$ cat config.mk
export PLATFORM = sky130hd
export DESIGN_NAME = fbba_ctrl
export DESIGN_NICKNAME = d
export VERILOG_FILES = /design/src/hdl/fbba_pkg.sv /design/src/hdl/fbba_ctrl.sv
export SDC_FILE = /design/constraint.sdc
export NUM_CORES = 1
export LEC_CHECK = 0
export BUFFER_PORTS_ARGS = -buffer_cell sky130_fd_sc_hd__buf_2
export CAP_MARGIN = 20
export CORE_AREA = 2 2 39 41
export CTS_CLUSTER_SIZE = 12
export DETAILED_ROUTE_END_ITERATION = 8
export DIE_AREA = 0 0 41 43
export SLEW_MARGIN = 5
export SYNTH_ARGS = -nofsm -noshare
export SYNTH_HDL_FRONTEND = slang
export SYNTH_SLANG_ARGS = --single-unit
$ cat constraint.sdc
create_clock -name clock -period 1.46 [get_ports clock]
set_input_delay 0.146 -clock clock [delete_from_list [all_inputs] [get_ports clock]]
set_output_delay 0.146 -clock clock [all_outputs]
set_load 0.01 [all_outputs]
$ cat src/hdl/fbba_pkg.sv
// ----------------------------------------------------------------------------
// fbba_pkg: shared types and constants of the free block bitmap allocator
// Command codes, word widths, state machine states and the command and status
// structs that join the controller to the datapath.
// ----------------------------------------------------------------------------
package fbba_pkg;

   // fixed field widths
   localparam int CMD_W    = 2;
   localparam int BLOCK_W  = 12;
   localparam int COUNT_W  = 13;
   // block base counter of the scan, with room to step one word past the count
   localparam int BASE_W   = 14;
   localparam int CSR_DATA_W = 32;
   localparam int CSR_ADDR_W = 3;

   // register addresses
   localparam logic [CSR_ADDR_W-1:0] REG_TOTAL_BLOCKS = 3'd0;

   typedef enum logic [CMD_W-1:0] {
      CMD_MARK_FREE = 2'd0,
      CMD_MARK_USED = 2'd1,
      CMD_TEST      = 2'd2,
      CMD_FIND      = 2'd3
   } cmd_type;

   typedef enum logic [1:0] {
      ST_IDLE,
      ST_DECIDE,
      ST_UPDATE,
      ST_SCAN
   } state_type;

   typedef enum logic [1:0] {
      RSP_MARK,
      RSP_BAD,
      RSP_FIND
   } rsp_kind_type;

   // controller to datapath
   typedef struct packed {
      logic         capture;
      logic         rd_word;
      logic         wr_word;
      logic         scan_init;
      logic         scan_step;
      logic         rsp_load;
      rsp_kind_type rsp_kind;
   } dp_cmd_type;

   // datapath to controller
   typedef struct packed {
      cmd_type cmd;
      logic    bad;
      logic    hit;
      logic    scan_done;
   } dp_stat_type;

endpackage

$ cat src/hdl/fbba_ctrl.sv
// ----------------------------------------------------------------------------
// fbba_ctrl: controller of the bitmap allocator
// Sequences capture, read-modify-write, scan and result load; owns the
// handshake flags of both channels.
// ----------------------------------------------------------------------------
module fbba_ctrl (
   input  logic                 clock,
   input  logic                 reset,
   input  logic                 req_valid,
   output logic                 req_ready,
   output logic                 rsp_valid,
   input  logic                 rsp_ready,
   input  fbba_pkg::dp_stat_type stat,
   output fbba_pkg::dp_cmd_type  cmd
);
   import fbba_pkg::*;

   state_type state_ff, state_in;
   logic      rsp_valid_ff, rsp_valid_in;
   logic      out_free;

   // output slot is free when empty or being taken this cycle
   assign out_free  = !rsp_valid_ff || rsp_ready;
   assign req_ready = (state_ff == ST_IDLE);
   assign rsp_valid = rsp_valid_ff;

   // state and valid registers
   always_ff @(posedge clock) begin
      if (reset) begin
         state_ff     <= ST_IDLE;
         rsp_valid_ff <= 1'b0;
      end else begin
         state_ff     <= state_in;
         rsp_valid_ff <= rsp_valid_in;
      end
   end

   // next state and datapath commands
   always_comb begin
      state_in      = state_ff;
      cmd           = '0;
      cmd.rsp_kind  = RSP_MARK;
      unique case (state_ff)
         ST_IDLE: begin
            if (req_valid) begin
               cmd.capture = 1'b1;
               state_in    = ST_DECIDE;
            end
         end
         ST_DECIDE: begin
            priority if (stat.cmd == CMD_FIND) begin
               cmd.scan_init = 1'b1;
               state_in      = ST_SCAN;
            end else if (stat.bad) begin
               if (out_free) begin
                  cmd.rsp_load = 1'b1;
                  cmd.rsp_kind = RSP_BAD;
                  state_in     = ST_IDLE;
               end
            end else begin
               cmd.rd_word = 1'b1;
               state_in    = ST_UPDATE;
            end
         end
         ST_UPDATE: begin
            if (out_free) begin
               cmd.wr_word  = 1'b1;
               cmd.rsp_load = 1'b1;
               cmd.rsp_kind = RSP_MARK;
               state_in     = ST_IDLE;
            end
         end
         ST_SCAN: begin
            if (stat.hit || stat.scan_done) begin
               if (out_free) begin
                  cmd.rsp_load = 1'b1;
                  cmd.rsp_kind = RSP_FIND;
                  state_in     = ST_IDLE;
               end
            end else begin
               cmd.scan_step = 1'b1;
            end
         end
         default: begin
            state_in = ST_IDLE;
         end
      endcase
   end

   // result valid flag
   always_comb begin
      priority if (cmd.rsp_load) begin
         rsp_valid_in = 1'b1;
      end else if (rsp_ready) begin
         rsp_valid_in = 1'b0;
      end else begin
         rsp_valid_in = rsp_valid_ff;
      end
   end

endmodule

==> results of run 1 <==
==> sequential cells by signal, summed over array words and instances (netlist names) <==
signal     count
rsp_valid      1
state_ff       2
==> placed cells by master (no fill, tap or decap), drive strengths merged, types with 2 or more instances in the layout <==
master / synthesis / layout
buf: 2 / 20
nor2: 6 / 6
nand2: 4 / 4
clkbuf: 1 / 4
nand2b: 3 / 3
dfxtp: 3 / 3
nor3b: 2 / 2
nand3: 2 / 2
a21o: 2 / 2
a31oi: 2 / 2
nor2b: 2 / 2
==> cell type report <==
| class | count | area [um2] |
|---|---|---|
| flip-flops and latches | 3 | 62.6 |
| multi-input cells | 28 | 175 |
| repair buffers | 20 | 105 |
| well taps | 16 | 20.0 |
| inverters | 1 | 3.75 |
| fillers | 146 | 991 |
| clock buffers | 4 | 26.3 |
==> power breakdown <==
part           switching (mW)  leakage (nW)  internal, mW  total [mW]
logic                  0.0388         0.158        0.0413      0.0801
clock network          0.0445        0.0150         0.103       0.147
registers             0.00527        0.0254        0.0881      0.0933
total                  0.0886         0.198         0.232       0.320
==> logic make-up after synthesis <==
kind of cell / Yosys count / synth area share
buffers and inverters: 4 / 0.0937
AO/OA/AOI/OAI: 7 / 0.203
flip-flops: 3 / 0.250
AND/OR/NAND/NOR: 21 / 0.453
==> critical path: cells and delay by family (launching register included) <==
kind / cells / cell delay (ps)
AND/OR/NAND/NOR: 2 / 440
flip-flops: 1 / 320
AO/OA/AOI/OAI: 1 / 210
buffers and inverters: 1 / 140
==> layer usage <==
| metal | GRT usage | up-vias | share of wire |
|---|---|---|---|
| met5 | 0 | - | 0 |
| met1 | 0.0897 | 136 | 0.41 |
| met3 | 0.0524 | 0 | 0.083 |
| met2 | 0.116 | 12 | 0.51 |
| met4 | 0.0733 | 0 | 0 |
| li1 | - | 160 | - |
==> metrics by stage <==
stage	utilization	std cells
CTS	0.275	71
detailed placement	0.245	67
finish	0.284	72
global route	0.284	72
floorplan	-	35
global placement	0.245	67
==> repair_timing <==
action | in CTS | in global routing
buffers inserted | 0 | 1
setup endpoints to repair | 2 | 3
pin swaps | 0 | 2
endpoints found under the hold margin | 0 | 0
gates cloned | 0 | 0
resized for setup | 3 | 3
==> worst min path at each step <==
stage	from	to	slack, ps
final	reset	state_ff[0]$_SDFFE_PP0P_	110
after global routing	reset	rsp_valid$_SDFFE_PP0P_	100
after CTS	reset	rsp_valid$_SDFFE_PP0P_	100
after detailed placement	reset	state_ff[1]$_SDFFE_PP0P_	350
after global placement	reset	rsp_valid$_SDFFE_PP0P_	350
after floorplan	reset	rsp_valid$_SDFFE_PP0P_	220
==> flow_summary.ini, run 1 <==
[yosys]
synth_top_cell_by_area = dfxtp_1
ys.flop_type = dfxtp_1
yosysUniqueCellTypes = 17
synthTopCellsByArea = dfxtp_1 (25%), nor2_1 (9.4%), nand2b_1 (7.8%)
syn-cell-area_um2 = 240
syn-mean-instance-area_um2 = 6.86
synth_nets = 44
synth_top_area_share = 0.250
netlist_instances = 35
ys_seq_area_frac = 0.250
synthArstFlopShare = 0
ys_ff_latch = 3
synth_edf_count = 0
ys_warn_count = 0
yosysMostFrequentCell = nor2_1
synthTopCellsByCount = nor2_1 (6), nand2_1 (4), dfxtp_1 (3), nand2b_1 (3)

[clock_tree]
clk_pin_slew_worst_paths_ps = 40
cts_hold_buf = 0
clkSinkCount = 3
cts_tree = built
clock_path_buffers = 2
cts_made_buffers = 3
root_buffer = clkbuf_4
clk_latency_ps = 230
cts_max_level = 1

[global_route]
grt_max_degree = 10
first_global_vias = 244
grt-ovfl-total = 0
grt_util_all_layers = 0.0863
grt_antenna_before_repair = 0
grt_pass1_wl_um = 993

[detailed_routing]
routedWlPerCell_um = 9.58
ant_nets = 0
drt-total-wl_um = 690
drt-initial-drc-count = 4
drt_first_pass_iters = 4
vias = 308
via_per_inst = 4.28
drc_errors = 0

[timing]
max_freq_ghz = 0.675
tns_ps = -20.9
setup_slack_ps = -20.9
slew_headroom = 0.807
fin_crit_sh = 1.01
hold_violations = 0
setup_viol = 1
clock_skew_ps = 6.03
holdWs_ps = 107
worst_pin_slew_ps = 289
period_needed_ps = 1480
rsz0062_at_grt = true
slew_violations = 0

[critical_path]
timing.rr.start = state_ff[0]$_SDFFE_PP0P_
worst-r2r-setup-slack_ps = 260
slowest_stage = or3b_4
path_cells = or3b_4 > a32oi_2 > nor2_1 > buf_2
cp_max_fo = 2
r2r_end = rsp_valid$_SDFFE_PP0P_
critPathMaxStageDelay_ps = 380
startpoint = state_ff[0]$_SDFFE_PP0P_
critPathRequiredTime_ps = 1310
r2r_cells = 4
crit_path_end = cmd[2]
end_kind = output port
critPathLaunchType = flip-flop
cp.arrival_ps = 1330
critPathKind = reg2out

[flow_run]
max-cap-violations = 0

[die]
io-pin-count = 19
die_h_um = 43
die_area_mm2 = 0.00176
fp.dieW_um = 41
core_mm2 = 0.00138
floorplan.initialDensity = 0.174
rows = 14

[final_layout]
drive_gt1_frac = 0.500
num_antenna_cells = 0
syn_to_final_growth_pct = 63.5
fin_nets = 66
fin_area_um2 = 393

[power]
power.total_mw = 0.320
power_density_mw_per_mm2 = 816
irDropWorstVdd_uv = 297
p_leak_nw = 0.198

[placement]
place_congestion = 0.772
place_ws_ps = 239
placed_area_um2 = 339
dp_hpwl_um = 539
port_buffers = 18

[hold_path]
hp-class = in2reg
hold_depth = 2

[outcome]
violations = negative setup slack
status = finished, violations left
Power figures use the tool's default switching activity.
==> run 2: changes to the inputs <==
==> constraint.sdc (replaced) <==
create_clock -name clock -period 1.46 [get_ports clock]
set_input_delay 0.292 -clock clock [delete_from_list [all_inputs] [get_ports clock]]
set_output_delay 0.292 -clock clock [all_outputs]
set_load 0.01 [all_outputs]
==> flow_summary.ini, run 2 (same netlist as run 1, synthesis figures left out) <==
[final_layout]
largest_reg_flops = 2
layout_common_cells = buf_2 (18), nor2_1 (6), nand2_1 (4), nand2b_1 (3), clkbuf_4 (3)
final_common_cell = buf_2
final_util = 0.278
drive_gt1_frac = 0.464
fin_cells = 72
num_antenna_cells = 0
seq_area_um2 = 61.3
syn_to_final_growth_pct = 59.9
fin_area_um2 = 384
n_fill_cell = 155
fin_nets = 66
multi_input_area_um2 = 168
regMostFlops = state_ff

[critical_path]
path_cells = or3b_1 > a32oi_2 > nor2_1 > buf_2
slowest_stage = or3b_1
cp_num_cells = 4
worst-r2r-setup-slack_ps = 380
critPathRequiredTime_ps = 1170
critPathLaunchType = flip-flop
startpoint = state_ff[0]$_SDFFE_PP0P_
critPathMaxStageDelay_ps = 350
timing.rr.start = state_ff[0]$_SDFFE_PP0P_
critPathKind = reg2out
crit_buf_inv = 1
end_kind = output port
cp_max_fo = 3
crit_family = simple AND/OR/NAND/NOR gates
r2r_end = rsp_valid$_SDFFE_PP0P_
r2r_cells = 3
cp.arrival_ps = 1300

[hold_path]
holdPathEnd = state_ff[0]$_SDFFE_PP0P_
hp-class = in2reg
hold_depth = 2
worstHoldStart = reset

[die]
die_h_um = 43
io-pin-count = 19
floorplan.initialDensity = 0.174
die_area_mm2 = 0.00176
fp.dieW_um = 41
rows = 14
core_mm2 = 0.00138

[timing]
hold_violations = 0
max_freq_ghz = 0.628
period_needed_ps = 1590
setup_slack_ps = -133
fin_crit_sh = 1.09
slew_violations = 0
worst_pin_slew_ps = 264
slew_headroom = 0.823
rsz0062_at_grt = true
clock_skew_ps = 2.03
tns_ps = -133
setup_viol = 1

[placement]
place_congestion = 0.762
port_buffers = 18
placed_area_um2 = 347
dp_hpwl_um = 531
dp.cells = 68

[detailed_routing]
routedWlPerCell_um = 8.60
drt-total-wl_um = 619
vias = 314
drt-initial-drc-count = 2
ant_nets = 0
drt_first_pass_iters = 4
drc_errors = 0
via_per_inst = 4.36

[power]
p_leak_nw = 0.195
power.total_mw = 0.308
power_density_mw_per_mm2 = 801
irDropWorstVdd_uv = 279

[clock_tree]
root_buffer = clkbuf_4
clkSinkCount = 3
cts_max_level = 1
cts_hold_buf = 0
clock_path_buffers = 2
cts_made_buffers = 3
clk_pin_slew_worst_paths_ps = 40
cts_tree = built
clk_latency_ps = 230

[flow_run]
max-cap-violations = 0

[outcome]
violations = negative setup slack
status = finished, violations left

[global_route]
grt-busiest-layer = met1
use_met1 = 0.116
grt_pass1_wl_um = 938
grt_antenna_before_repair = 0
grt-ovfl-total = 0
grt_max_degree = 9
first_global_vias = 228
grt_util_all_layers = 0.0823
gr-usage-met2 = 0.0875
globalRouteMet3Util = 0.0471
[run 2: cell counts in the layout (fill, tap and decap cells not counted)]
No cell type changed its count.
[run 2: area by class of cell]
class,count,area share
multi-input combinational,28,0.436
tap,16,0.0521
clock buffer,4,0.0684
inverter,1,0.00977
sequential,3,0.160
timing repair buffer,20,0.274
[run 2: worst max path at each step]
stage and end:
3_5_place_dp cmd[2], 2_1_floorplan cmd[2], 6_report cmd[2], 3_3_place_gp cmd[2]
5_1_grt cmd[2], 4_1_cts cmd[2]
[run 2: timing repair]
item / 4_1_cts / 5_1_grt
setup endpoints to repair: 1 / 4
gates resized for setup: 3 / 0
setup buffers: 0 / 0
pin swaps: 2 / 1
[run 2: per-stage QoR]
step | hold WS (ps) | worst slack, ps
floorplan | 361 | 39.2
global placement | 491 | -39.0
detailed placement | 489 | -39.2
CTS | 240 | -164
global route | 241 | -198
finish | 251 | -133
[run 2: per-layer routing]
layer | share of wire | wire, um
met5 | 0 | 0
met1 | 0.43 | 268
met2 | 0.45 | 281
met4 | 0.011 | 7
met3 | 0.099 | 61
[run 2: power by group]
group	total (mW)	internal (mW)	switching [mW]
combinational	0.0768	0.0381	0.0387
sequential	0.0919	0.0879	0.00396
clock	0.139	0.102	0.0370
==> run 3: changes to the inputs <==
- PLACE_DENSITY_LB_ADDON: default -> 0.25
- RECOVER_POWER: default -> 100
==> flow_summary.ini, run 3 (same netlist as run 1, synthesis figures left out) <==
[critical_path]
end_kind = output port
critPathLaunchType = flip-flop
startpoint = state_ff[0]$_SDFFE_PP0P_
critPathKind = reg2out
crit_path_end = cmd[2]
cp_num_cells = 4
slowest_stage = or3b_4
cp.arrival_ps = 1280
worst-r2r-setup-slack_ps = 310
critPathRequiredTime_ps = 1170
crit_buf_inv = 1
r2r_cells = 4
r2r_end = rsp_valid$_SDFFE_PP0P_
path_cells = or3b_4 > a32oi_2 > nor2_1 > buf_2
timing.rr.start = state_ff[0]$_SDFFE_PP0P_
crit_family = simple AND/OR/NAND/NOR gates
critPathMaxStageDelay_ps = 370
cp_max_fo = 2

[timing]
slew_violations = 0
period_needed_ps = 1580
worst_pin_slew_ps = 321
fin_crit_sh = 1.08
setup_viol = 2
tns_ps = -182
clock_skew_ps = 0.115
setup_slack_ps = -117
slew_headroom = 0.785
hold_violations = 0
max_freq_ghz = 0.634
holdWs_ps = 248
rsz0062_at_grt = true

[clock_tree]
cts_setup_buffers = 0
cts_hold_buf = 0
cts_tree = built
cts_made_buffers = 3
clkSinkCount = 3
clock_path_buffers = 2
clk_pin_slew_worst_paths_ps = 40
root_buffer = clkbuf_4
cts_max_level = 1
clk_latency_ps = 230

[final_layout]
fin_area_um2 = 404
n_fill_cell = 156
final_common_cell = buf_2
num_antenna_cells = 0
largest_reg_flops = 2
seq_area_um2 = 61.3
regMostFlops = state_ff
syn_to_final_growth_pct = 68.2
fin_nets = 67
drive_gt1_frac = 0.509
multi_input_area_um2 = 180
final_util = 0.292
layout_common_cells = buf_2 (18), nor2_1 (6), nand2_1 (4)

[detailed_routing]
drt-initial-drc-count = 8
m1WireLength_um = 311
drc_errors = 0
via_per_inst = 4.33
top_layer = met3
drt_first_pass_iters = 4
dr_wl_met2_um = 297
route.met3.wl_um = 60
ant_nets = 0
drt-total-wl_um = 669
vias = 316
routedWlPerCell_um = 9.16

[die]
rows = 14
io-pin-count = 19
floorplan.initialDensity = 0.174
fp.dieW_um = 41
die_h_um = 43
core_mm2 = 0.00138
die_area_mm2 = 0.00176

[global_route]
grt_pass1_wl_um = 945
grt-ovfl-total = 0
grt_util_all_layers = 0.0813
first_global_vias = 245
grt_antenna_before_repair = 0
grt_max_degree = 10

[placement]
place_congestion = 0.795
placed_area_um2 = 354
port_buffers = 18
dp_hpwl_um = 498

[power]
power_density_mw_per_mm2 = 793
irDropWorstVdd_uv = 196
power.total_mw = 0.321
p_leak_nw = 0.205

[hold_path]
hp-class = in2reg

[outcome]
status = finished, violations left
violations = negative setup slack

[flow_run]
max-cap-violations = 0
## run 3: cell count changes in the layout (fill, tap and decap cells not counted)
cell	delta
nor2b_4	+1
or3b_1	-1
or3b_4	+1
nor3b_1	-1
nor2b_2	-1
buf_4	+1
nor3b_2	+1
## run 3: worst min-delay path by stage
| stage | start | endpoint | slack (ps) | cells after the start |
|---|---|---|---|---|
| finish | reset | state_ff[0]$_SDFFE_PP0P_ | 250 | 2 |
| global route | reset | state_ff[0]$_SDFFE_PP0P_ | 260 | 2 |
| CTS | reset | state_ff[0]$_SDFFE_PP0P_ | 240 | 2 |
| detailed placement | reset | state_ff[0]$_SDFFE_PP0P_ | 490 | 2 |
| global placement | reset | state_ff[0]$_SDFFE_PP0P_ | 490 | 2 |
| floorplan | reset | rsp_valid$_SDFFE_PP0P_ | 360 | 1 |
## run 3: layout make-up
cell class | instances | share of cell area
inverter | 1 | 0.00929
clock buffer | 4 | 0.0650
timing repair buffer | 21 | 0.279
sequential | 3 | 0.152
tap | 16 | 0.0495
multi-input combinational | 28 | 0.446
## run 3: timing repair
| item | 4_1_cts | 5_1_grt |
|---|---|---|
| pin swaps | 2 | 1 |
| setup endpoints to repair | 3 | 5 |
| cloned | 0 | 0 |
| gates resized for setup | 3 | 3 |
## run 3: report_power, final
group | switching [mW] | internal, mW | total (mW)
combinational | 0.0417 | 0.0433 | 0.0850
clock | 0.0421 | 0.102 | 0.145
sequential | 0.00323 | 0.0879 | 0.0911
## run 3: layer usage
| metal | vias to the layer above | GRT usage |
|---|---|---|
| met5 | - | 0 |
| met4 | 0 | 0.0800 |
| met3 | 0 | 0.0157 |
| met2 | 14 | 0.106 |
| met1 | 138 | 0.103 |
| li1 | 164 | - |
## run 3: stage by stage
stage | worst slack, ps | std cells
floorplan | 39.2 | 35
global placement | -32.2 | 69
detailed placement | -8.55 | 69
CTS | -144 | 73
global route | -194 | 73
finish | -117 | 73
